## src/hw/rtl/etok_pkg.sv

```systemverilog
package etok_pkg;

    typedef enum logic [2:0] {
        MODE_IDLE,
        MODE_NUMBER,
        MODE_IDENT,
        MODE_COMMENT,
        MODE_RATE
    } mode_t;

    typedef enum logic [2:0] {
        KIND_LIT  = 3'd0,
        KIND_ID   = 3'd1,
        KIND_OP   = 3'd2,
        KIND_RATE = 3'd3,
        KIND_END  = 3'd4
    } kind_t;

    typedef struct packed {
        kind_t       token_kind;
        logic [31:0] number_value;
        logic [3:0]  op_code;
        logic [63:0] id_text;
        logic [3:0]  id_length;
        logic        last_result;
    } result_t;

    typedef struct packed {
        logic [1:0] count;
        result_t    first;
        result_t    second;
    } push_t;

    localparam logic [31:0] RATE_RESET = 32'd8000;

    localparam logic [7:0] CH_HASH   = 8'h23;
    localparam logic [7:0] CH_BSLASH = 8'h5C;
    localparam logic [7:0] CH_NL     = 8'h0A;
    localparam logic [7:0] CH_ZERO   = 8'h30;

    localparam logic [3:0] OP_ADD   = 4'd0;
    localparam logic [3:0] OP_SUB   = 4'd1;
    localparam logic [3:0] OP_MUL   = 4'd2;
    localparam logic [3:0] OP_DIV   = 4'd3;
    localparam logic [3:0] OP_MOD   = 4'd4;
    localparam logic [3:0] OP_AND   = 4'd5;
    localparam logic [3:0] OP_OR    = 4'd6;
    localparam logic [3:0] OP_XOR   = 4'd7;
    localparam logic [3:0] OP_NOT   = 4'd8;
    localparam logic [3:0] OP_AT    = 4'd9;
    localparam logic [3:0] OP_LT    = 4'd10;
    localparam logic [3:0] OP_GT    = 4'd11;
    localparam logic [3:0] OP_EQ    = 4'd12;
    localparam logic [3:0] OP_UNDER = 4'd13;
    localparam logic [3:0] OP_COLON = 4'd14;
    localparam logic [3:0] OP_QUEST = 4'd15;

    localparam int FIFO_DEPTH = 4;
    localparam int FIFO_PTR_W = 2;
    localparam int FIFO_CNT_W = 3;

    localparam int IN_DATA_W  = 8;
    localparam int OUT_DATA_W = 104;

    function automatic logic is_digit(input logic [7:0] b);
        return (b >= 8'h30) && (b <= 8'h39);
    endfunction

    function automatic logic is_letter(input logic [7:0] b);
        return ((b >= 8'h61) && (b <= 8'h7A)) || ((b >= 8'h41) && (b <= 8'h5A));
    endfunction

    // {hit, code}
    function automatic logic [4:0] op_decode(input logic [7:0] b);
        logic [4:0] r;
        r = 5'd0;
        unique case (b)
            "+":     r = {1'b1, OP_ADD};
            "-":     r = {1'b1, OP_SUB};
            "*":     r = {1'b1, OP_MUL};
            "/":     r = {1'b1, OP_DIV};
            "%":     r = {1'b1, OP_MOD};
            "&":     r = {1'b1, OP_AND};
            "|":     r = {1'b1, OP_OR};
            "^":     r = {1'b1, OP_XOR};
            "~":     r = {1'b1, OP_NOT};
            "@":     r = {1'b1, OP_AT};
            "<":     r = {1'b1, OP_LT};
            ">":     r = {1'b1, OP_GT};
            "=":     r = {1'b1, OP_EQ};
            "_":     r = {1'b1, OP_UNDER};
            ":":     r = {1'b1, OP_COLON};
            "?":     r = {1'b1, OP_QUEST};
            default: r = 5'd0;
        endcase
        return r;
    endfunction

endpackage

```

## src/hw/rtl/etok_core.sv

```systemverilog
module etok_core #(
    parameter int LIT_WIDTH = 32,
    parameter int ID_LEN    = 8
) (
    input  logic               clk,
    input  logic               rst_n,
    input  logic               in_valid,
    input  logic [7:0]         in_byte,
    input  logic               in_end,
    input  logic               cfg_we,
    input  logic [31:0]        cfg_data,
    output etok_pkg::push_t    push
);

    localparam int ACC_W = (LIT_WIDTH > 32) ? LIT_WIDTH : 32;
    localparam logic [ACC_W-1:0] LIT_MASK  = {ACC_W{1'b1}} >> (ACC_W - LIT_WIDTH);
    localparam logic [ACC_W-1:0] RATE_MASK = ACC_W'(32'hFFFF_FFFF);

    etok_pkg::mode_t   mode_reg, mode_next;
    logic [ACC_W-1:0]  acc_reg, acc_next;
    logic [63:0]       name_reg, name_next;
    logic [3:0]        cnt_reg, cnt_next;
    logic [31:0]       cur_reg, cur_next;
    logic              set_reg, set_next;
    logic [31:0]       dflt_reg, dflt_next;

    logic              dig, let_c;
    logic [3:0]        dig_val;
    logic [ACC_W-1:0]  acc_step;
    logic [4:0]        op_hit;
    logic              do_fin, do_begin;
    logic              fin_hit, beg_hit;
    etok_pkg::result_t fin_tok, beg_tok;

    assign dig      = etok_pkg::is_digit(in_byte);
    assign let_c    = etok_pkg::is_letter(in_byte);
    assign dig_val  = 4'(in_byte - etok_pkg::CH_ZERO);
    assign acc_step = (acc_reg << 3) + (acc_reg << 1) + ACC_W'(dig_val);
    assign op_hit   = etok_pkg::op_decode(in_byte);

    always_comb
    begin
        mode_next = mode_reg;
        acc_next  = acc_reg;
        name_next = name_reg;
        cnt_next  = cnt_reg;
        cur_next  = cur_reg;
        set_next  = set_reg;
        dflt_next = dflt_reg;
        do_fin    = 1'b0;
        do_begin  = 1'b0;
        fin_hit   = 1'b0;
        beg_hit   = 1'b0;
        fin_tok   = '0;
        beg_tok   = '0;

        if (in_valid)
        begin
            if (in_end)
            begin
                do_fin = 1'b1;
            end
            else
            begin
                unique case (mode_reg)
                    etok_pkg::MODE_COMMENT:
                    begin
                        if (in_byte == etok_pkg::CH_NL)
                        begin
                            mode_next = etok_pkg::MODE_IDLE;
                        end
                    end
                    etok_pkg::MODE_NUMBER:
                    begin
                        if (dig)
                        begin
                            acc_next = acc_step & LIT_MASK;
                        end
                        else
                        begin
                            do_fin   = 1'b1;
                            do_begin = 1'b1;
                        end
                    end
                    etok_pkg::MODE_RATE:
                    begin
                        if (dig)
                        begin
                            acc_next = acc_step & RATE_MASK;
                        end
                        else
                        begin
                            do_fin   = 1'b1;
                            do_begin = 1'b1;
                        end
                    end
                    etok_pkg::MODE_IDENT:
                    begin
                        if ((dig || let_c) && (cnt_reg < 4'(ID_LEN)))
                        begin
                            name_next[{cnt_reg[2:0], 3'b000} +: 8] = in_byte;
                            cnt_next = cnt_reg + 4'd1;
                        end
                        else
                        begin
                            do_fin   = 1'b1;
                            do_begin = 1'b1;
                        end
                    end
                    default:
                    begin
                        do_begin = 1'b1;
                    end
                endcase
            end
        end

        // flush pending token
        if (do_fin)
        begin
            case (mode_reg)
                etok_pkg::MODE_NUMBER:
                begin
                    fin_hit                  = 1'b1;
                    fin_tok.token_kind       = etok_pkg::KIND_LIT;
                    fin_tok.number_value     = acc_reg[31:0];
                end
                etok_pkg::MODE_IDENT:
                begin
                    fin_hit                  = 1'b1;
                    fin_tok.token_kind       = etok_pkg::KIND_ID;
                    fin_tok.id_text          = name_reg;
                    fin_tok.id_length        = cnt_reg;
                end
                etok_pkg::MODE_RATE:
                begin
                    fin_hit                  = 1'b1;
                    cur_next                 = acc_reg[31:0];
                    set_next                 = 1'b1;
                    fin_tok.token_kind       = etok_pkg::KIND_RATE;
                    fin_tok.number_value     = acc_reg[31:0];
                end
                default:
                begin
                    fin_hit = 1'b0;
                end
            endcase
            mode_next = etok_pkg::MODE_IDLE;
            acc_next  = '0;
            name_next = '0;
            cnt_next  = '0;
        end

        // start a new token from this byte
        if (do_begin)
        begin
            if (dig)
            begin
                mode_next = etok_pkg::MODE_NUMBER;
                acc_next  = ACC_W'(dig_val);
            end
            else if (let_c)
            begin
                mode_next = etok_pkg::MODE_IDENT;
                name_next = 64'(in_byte);
                cnt_next  = 4'd1;
            end
            else if (in_byte == etok_pkg::CH_HASH)
            begin
                mode_next = etok_pkg::MODE_COMMENT;
            end
            else if (in_byte == etok_pkg::CH_BSLASH)
            begin
                mode_next = etok_pkg::MODE_RATE;
                acc_next  = '0;
            end
            else
            begin
                beg_hit            = op_hit[4];
                beg_tok.token_kind = etok_pkg::KIND_OP;
                beg_tok.op_code    = op_hit[3:0];
            end
        end

        if (in_valid && in_end)
        begin
            beg_hit              = 1'b1;
            beg_tok.token_kind   = etok_pkg::KIND_END;
            beg_tok.number_value = cur_next;
            cur_next             = dflt_reg;
            set_next             = 1'b0;
        end

        if (cfg_we)
        begin
            dflt_next = cfg_data;
            if (!set_next)
            begin
                cur_next = cfg_data;
            end
        end
    end

    always_comb
    begin
        push = '0;
        if (fin_hit && beg_hit)
        begin
            push.count              = 2'd2;
            push.first              = fin_tok;
            push.second             = beg_tok;
            push.second.last_result = 1'b1;
        end
        else if (fin_hit)
        begin
            push.count             = 2'd1;
            push.first             = fin_tok;
            push.first.last_result = 1'b1;
        end
        else if (beg_hit)
        begin
            push.count             = 2'd1;
            push.first             = beg_tok;
            push.first.last_result = 1'b1;
        end
    end

    always_ff @(posedge clk or negedge rst_n)
    begin
        if (!rst_n)
        begin
            mode_reg <= etok_pkg::MODE_IDLE;
            acc_reg  <= '0;
            name_reg <= '0;
            cnt_reg  <= '0;
            cur_reg  <= etok_pkg::RATE_RESET;
            set_reg  <= 1'b0;
            dflt_reg <= etok_pkg::RATE_RESET;
        end
        else
        begin
            mode_reg <= mode_next;
            acc_reg  <= acc_next;
            name_reg <= name_next;
            cnt_reg  <= cnt_next;
            cur_reg  <= cur_next;
            set_reg  <= set_next;
            dflt_reg <= dflt_next;
        end
    end

endmodule

```

## src/hw/rtl/etok_fifo.sv

```systemverilog
module etok_fifo (
    input  logic              clk,
    input  logic              rst_n,
    input  etok_pkg::push_t   push,
    output logic              in_ready,
    output logic              out_valid,
    input  logic              out_ready,
    output etok_pkg::result_t out_entry
);

    etok_pkg::result_t                   mem_reg [etok_pkg::FIFO_DEPTH];
    logic [etok_pkg::FIFO_PTR_W-1:0]     wptr_reg, wptr_next;
    logic [etok_pkg::FIFO_PTR_W-1:0]     rptr_reg, rptr_next;
    logic [etok_pkg::FIFO_CNT_W-1:0]     count_reg, count_next;
    logic [etok_pkg::FIFO_PTR_W-1:0]     wptr_plus1;
    logic                                pop;

    assign in_ready   = count_reg <= etok_pkg::FIFO_CNT_W'(etok_pkg::FIFO_DEPTH - 2);
    assign out_valid  = count_reg != '0;
    assign out_entry  = mem_reg[rptr_reg];
    assign pop        = out_valid && out_ready;
    assign wptr_plus1 = wptr_reg + etok_pkg::FIFO_PTR_W'(1);

    always_comb
    begin
        wptr_next  = wptr_reg + etok_pkg::FIFO_PTR_W'(push.count);
        rptr_next  = pop ? rptr_reg + etok_pkg::FIFO_PTR_W'(1) : rptr_reg;
        count_next = count_reg + etok_pkg::FIFO_CNT_W'(push.count)
                     - etok_pkg::FIFO_CNT_W'(pop);
    end

    always_ff @(posedge clk)
    begin
        if (push.count != 2'd0)
        begin
            mem_reg[wptr_reg] <= push.first;
        end
        if (push.count == 2'd2)
        begin
            mem_reg[wptr_plus1] <= push.second;
        end
    end

    always_ff @(posedge clk or negedge rst_n)
    begin
        if (!rst_n)
        begin
            wptr_reg  <= '0;
            rptr_reg  <= '0;
            count_reg <= '0;
        end
        else
        begin
            wptr_reg  <= wptr_next;
            rptr_reg  <= rptr_next;
            count_reg <= count_next;
        end
    end

endmodule

```

## src/hw/rtl/expression_tokenizer.sv

```systemverilog
// Expression tokenizer: turns a byte stream of program text into tokens.
// Input channel s_*: one source byte per transfer in s_tdata[7:0]; s_tlast
// marks end of input, in which case the byte is ignored and the pending
// token is flushed, followed by an end token carrying the sample rate.
// Output channel m_*: one token per transfer; m_tuser carries the token kind;
// m_tlast is high on the last token caused by an input byte.
// A byte gives zero, one or two tokens.
// Configuration channel cfg_*: writes the default sample rate; always ready.
// A token enters the queue registers when its byte is accepted and reaches
// m_* once earlier tokens drain. Throughput: one byte per cycle while each
// byte yields at most one token and m_tready is high; a byte yielding two
// tokens needs two transfers out. Limit: one output port, four-entry queue.
// s_tready is high while the queue has room for two tokens, so it does not
// depend on m_tready in the same cycle; a stalled receiver fills the queue
// and then holds off the source. Stalled output data stays stable.
// Reset: scanner idle, queue empty, default and current rate 8000.
module expression_tokenizer #(
    parameter int LIT_WIDTH = 32,
    parameter int ID_LEN    = 8
) (
    input  logic                             clk,
    input  logic                             rst_n,
    input  logic                             s_tvalid,
    output logic                             s_tready,
    input  logic [etok_pkg::IN_DATA_W-1:0]   s_tdata,  // source_byte
    input  logic                             s_tlast,
    output logic                             m_tvalid,
    input  logic                             m_tready,
    // number_value, op_code, id_text, id_length
    output logic [etok_pkg::OUT_DATA_W-1:0]  m_tdata,
    output logic [2:0]                       m_tuser,  // token_kind
    output logic                             m_tlast,
    input  logic                             cfg_valid,
    output logic                             cfg_ready,
    input  logic [31:0]                      cfg_data
);

    etok_pkg::push_t   push;
    etok_pkg::result_t head;
    logic              accept;

    assign accept    = s_tvalid && s_tready;
    assign cfg_ready = 1'b1;

    etok_core #(
        .LIT_WIDTH (LIT_WIDTH),
        .ID_LEN    (ID_LEN)
    ) u_core (
        .clk      (clk),
        .rst_n    (rst_n),
        .in_valid (accept),
        .in_byte  (s_tdata[7:0]),
        .in_end   (s_tlast),
        .cfg_we   (cfg_valid),
        .cfg_data (cfg_data),
        .push     (push)
    );

    etok_fifo u_fifo (
        .clk       (clk),
        .rst_n     (rst_n),
        .push      (push),
        .in_ready  (s_tready),
        .out_valid (m_tvalid),
        .out_ready (m_tready),
        .out_entry (head)
    );

    assign m_tdata = {head.id_length, head.id_text, head.op_code, head.number_value};
    assign m_tuser = head.token_kind;
    assign m_tlast = head.last_result;

endmodule

```

## config.mk

```make
export PLATFORM = sky130hd
export DESIGN_NAME = expression_tokenizer
export DESIGN_NICKNAME = d
export VERILOG_FILES = /design/src/hw/rtl/etok_pkg.sv /design/src/hw/rtl/etok_core.sv /design/src/hw/rtl/etok_fifo.sv /design/src/hw/rtl/expression_tokenizer.sv
export SDC_FILE = /design/constraint.sdc
export NUM_CORES = 1
export LEC_CHECK = 0
export BUFFER_PORTS_ARGS = -buffer_cell sky130_fd_sc_hd__buf_4
export CORE_UTILIZATION = 45
export CTS_BUF_LIST = sky130_fd_sc_hd__clkbuf_16
export DETAILED_ROUTE_END_ITERATION = 8
export PLACE_DENSITY = 0.7
export RECOVER_POWER = 25
export SLEW_MARGIN = 25
export SYNTH_ARGS = -nofsm -noshare
export SYNTH_HDL_FRONTEND = slang
export SYNTH_SLANG_ARGS = --single-unit
```

## constraint.sdc

```tcl
create_clock -name clk -period 4.4 [get_ports clk]
set_clock_uncertainty 0.05 [all_clocks]
set_input_delay 0.44 -clock clk [delete_from_list [all_inputs] [get_ports clk]]
set_output_delay 0.44 -clock clk [all_outputs]
set_load 0.01 [all_outputs]
```

==> flow_metrics.py <==
metrics = {
    "status": {
        "outcome": "finished with violations",
        "violations": "capacitance limit, slew limit",
    },
    "clock_tree": {
        "clock_sinks": 607,
        "clock_path_buffers": 3,
        "clkTransAtPathRegs_ns": 0.06,
        "post_cts_buffers": 0,
        "cts_tree": "yes",
        "cts_root_buf": "clkbuf_16",
        "clk_latency_ns": 0.64,
        "htree_levels": 2,
        "cts_inserted_buffers": 61,
    },
    "power": {
        "p_int_mw": 10.28,
        "ir_drop_v": 0.0003252,
        "p_switching_mw": 4.430,
        "netSwitchingFraction_pct": 30.12,
        "leakagePower_nw": 12.90,
        "clkPwrFrac_pct": 34.3,
        "power_density_nw_per_um2": 458.8,
        "comb_power_share_pct": 21.7,
        "power.share.sequential_pct": 44.0,
    },
    "floorplanning": {
        "io_pins": 157,
        "rows": 90,
        "core_sq_um": 60360,
        "die_h_um": 249.3,
        "die_x_um": 249.3,
        "start_util_pct": 45.58,
        "die_area_sq_um": 62130,
    },
    "detailed_routing": {
        "drc": 0,
        "vias": 20273,
        "drt_iter0_drc": 1883,
        "ant_nets": 0,
        "dr.pass1.iters": 7,
        "drt-total-wl_mm": 75.62,
        "drt-wirelength-per-cell_um": 23.29,
        "post_drt_via_cell_ratio": 6.244,
    },
    "logic_synthesis": {
        "synth_nets": 2385,
        "syn_inst": 2266,
        "synth_xor_area_share_pct": 0.9869,
        "ys.flop_type": "dfxtp_1",
        "syn_area_sq_um": 27510,
        "synth_seq_cells": 607,
        "synth_simple_gate_area_share_pct": 8.009,
        "synthMuxAreaShare_pct": 11.64,
        "synth_adder_area_share_pct": 3.402,
        "synth_compound_area_share_pct": 19.33,
        "yosys_warnings": 0,
        "yosysSeqAreaShare_pct": 53.08,
        "syn_avg_cell_area_sq_um": 12.14,
        "synth_edf_count": 156,
        "synth.distinct_cells": 79,
        "synth_top_family_by_area": "compound AO/OA/AOI/OAI gates",
        "ys_async_sr_fraction_pct": 28.83,
    },
    "grt": {
        "grt_pass1_wl_mm": 118.1,
        "grt_pass1_vias": 20314,
        "grt_max_degree": 98,
        "track_usage_pct": 24.06,
        "grt_overflow": 0,
        "antenna_found_initial": 3,
    },
    "setup_path": {
        "crit_chain": "a21oi_1, nand3b_1, a2111oi_0, buf_4, nand3_1, a31o_2, nand2_1, inv_1, ha_1, nor2_1, and2_1, nand2_1, o21ai_0, nor2b_4, buf_12, a22o_1",
        "cpMaxStageDelayCell": "nor2b_4",
        "start_kind": "flip-flop",
        "end_kind": "flip-flop",
        "crit_buf_inv": 3,
        "worstPathRequired_ns": 4.85,
        "critical_path_class": "reg2reg",
        "cp.arrival_ns": 4.48,
        "rrSetupSlack_ns": 0.36,
        "critPathMaxStageDelay_ns": 0.61,
        "path_max_fanout": 17,
        "crit_top_cell": "nand2_1",
        "critPathTopFamily": "simple AND/OR/NAND/NOR gates",
    },
    "placed_design": {
        "placed_area_sq_um": 29860,
        "dp_hpwl_mm": 46.43,
        "io_buffers": 155,
        "place_congestion": 0.9164,
    },
    "timing": {
        "maxSlewHeadroom_pct": -97.39,
        "tns_ns": 0,
        "tightest_slew_ns": 2.961,
        "final-setup-viol-count": 0,
        "rsz0062_at_grt": "false",
        "max_freq_ghz": 0.2478,
        "hold_violations": 0,
        "slew_violations": 198,
        "layout_min_cycle_time_ns": 4.036,
        "finalCritPeriodShare_pct": 91.72,
    },
    "worst_hold_path": {
        "hp-class": "in2reg",
    },
    "finish": {
        "num-nets-final": 2530,
        "drive_gt1_share_pct": 19.85,
        "post-route-util_pct": 53.11,
        "largest_reg_flops": 432,
        "syn2layout_area_growth_pct": 16.52,
        "stdcell_area_sq_um": 32060,
        "fillerInstances": 5082,
    },
    "run": {
        "maxCapViolCount": 3,
    },
}
==> layout make-up <==
class / count / area, sq um / area share (%)
flip-flops and latches: 607 / 14610 / 45.58
multi-input cells: 1433 / 12040 / 37.56
repair buffers: 265 / 2311 / 7.209
clock buffers: 63 / 1577 / 4.918
well taps: 782 / 978.4 / 3.052
clock inverters: 52 / 356.6 / 1.112
inverters: 43 / 176.4 / 0.5503
diodes: 2 / 5.005 / 0.01561
==> metrics by stage <==
step           power, mW  setup slack [ns]  hold slack (ns)  instances
2_1_floorplan      8.388           0.04137          0.09441       2266
3_3_place_gp       9.724            0.1172           0.4055       3095
3_5_place_dp       9.797           0.06741           0.4079       3096
4_1_cts            14.82            0.1532          0.01487       3244
5_1_grt            15.26            0.1235          0.06503       3246
6_report           14.71            0.3642          0.04905       3247
==> Yosys cell counts, types with 5 or more instances <==
cell type  instances  area, sq um
buf_4              5        37.54
and3_1            19        118.9
o21ai_0           76        380.4
ha_1              70        875.8
nor3b_1            5        37.54
dfstp_2           12        315.3
nor3_1            17        85.08
nand2_1          123        461.7
buf_1             19        71.32
or3_1             37        231.5
xnor2_1           21        183.9
mux4_2           108         2432
nand4_1            8        50.05
nor4_1             5        31.28
a31oi_1            9        56.30
nand3b_1           6        45.04
edfxtp_1         156         4684
nand2b_1           6        37.54
dfxtp_1          276         5525
a22o_1           400         3503
o22ai_1            7        43.79
a211oi_1           8        60.06
a21oi_1          145        725.7
buf_6              8        90.09
a32o_1             8        80.08
nor2_1           119        446.7
nor2b_1            7        43.79
mux2_2            32        360.4
or2_2              5        31.28
dfrtp_1          163         4079
and2_1             9        56.30
buf_2             36        180.2
a21o_1            10        75.07
clkbuf_1         115        431.7
mux2i_1           41        410.4
xor2_1            10        87.58
nand3_1           52        260.3
inv_1             41        153.9
==> cell families after synthesis <==
group / count (synthesis)
simple gates: 443
compound gates: 704
buf+inv: 226
flops: 607
fa+ha+maj: 73
mux: 181
xor+xnor: 31
other cells: 1
==> routing by layer <==
| layer | part of all wire (%) | GRT usage, % |
|---|---|---|
| met5 | 0.017 | 0 |
| met3 | 5.9 | 3.103 |
| met1 | 40 | 30.92 |
| met4 | 3.2 | 8.854 |
| met2 | 51 | 41.48 |
==> final timing paths <==
kind | endpoint | cells past startpoint | start
setup / recovery | u_fifo.mem_reg[3][83] | 16 | u_fifo.count_reg[1]
hold / removal | u_core.acc_reg[2] | 3 | s_tdata[2]
setup reg to reg | u_fifo.mem_reg[3][83] | 16 | u_fifo.count_reg[1]
hold reg to reg | u_fifo.mem_reg[2][49] | 1 | u_fifo.mem_reg[2][49]
max in group asynchronous | u_core.cur_reg[3] | 3 | rst_n
min in group asynchronous | u_core.dflt_reg[22] | 2 | rst_n
==> cell usage in the layout, fill, tap and decap left out, drive strengths merged, types with 6 or more instances in the layout <==
master       synthesis  layout
a21oi              145     145
a22o               400     400
clkinv               2      24
o21ai               76      76
nor2b                7       7
nand4                8       8
or3                 37      37
nand2              123     123
nand3               53      53
clkbuf             115      85
and3                19      19
dfstp               12      12
buf                 68     210
nand2b               7       7
a21o                10      10
inv                 41      61
a31oi                9       9
or2                  6       6
dfrtp              163     163
mux2                32      32
a211oi               8       8
xnor2               21      21
dlygate4sd3          0      33
o22ai                7       7
nor3                17      17
mux4               108     108
ha                  70      70
nor2               120     120
nand3b               6       6
nor3b                6       6
clkinvlp             0       6
edfxtp             156     156
a32o                 8       8
nor4                 9       9
mux2i               41      41
dfxtp              276     276
and2                10      10
xor2                10      10
==> worst min-delay path, stage by stage <==
cell and delay [ns]:
buf_4 0.13, nand2_1 0.05, o21ai_0 0.07
==> repair_timing <==
item / in CTS / in global routing
resized for setup: 0 / 0
hold buffers: 33 / 0
endpoints found under the hold margin: 128 / 0
==> power groups by stage <==
stage	sequential [mW]	combinational, mW	clock [mW]
6_report	6.47	3.20	5.04
5_1_grt	6.51	3.41	5.33
4_1_cts	6.55	3.16	5.11
3_5_place_dp	6.67	3.13	0
3_3_place_gp	6.64	3.09	0
2_1_floorplan	6.32	2.07	0
Note: power is estimated with default switching activity, not from simulation.
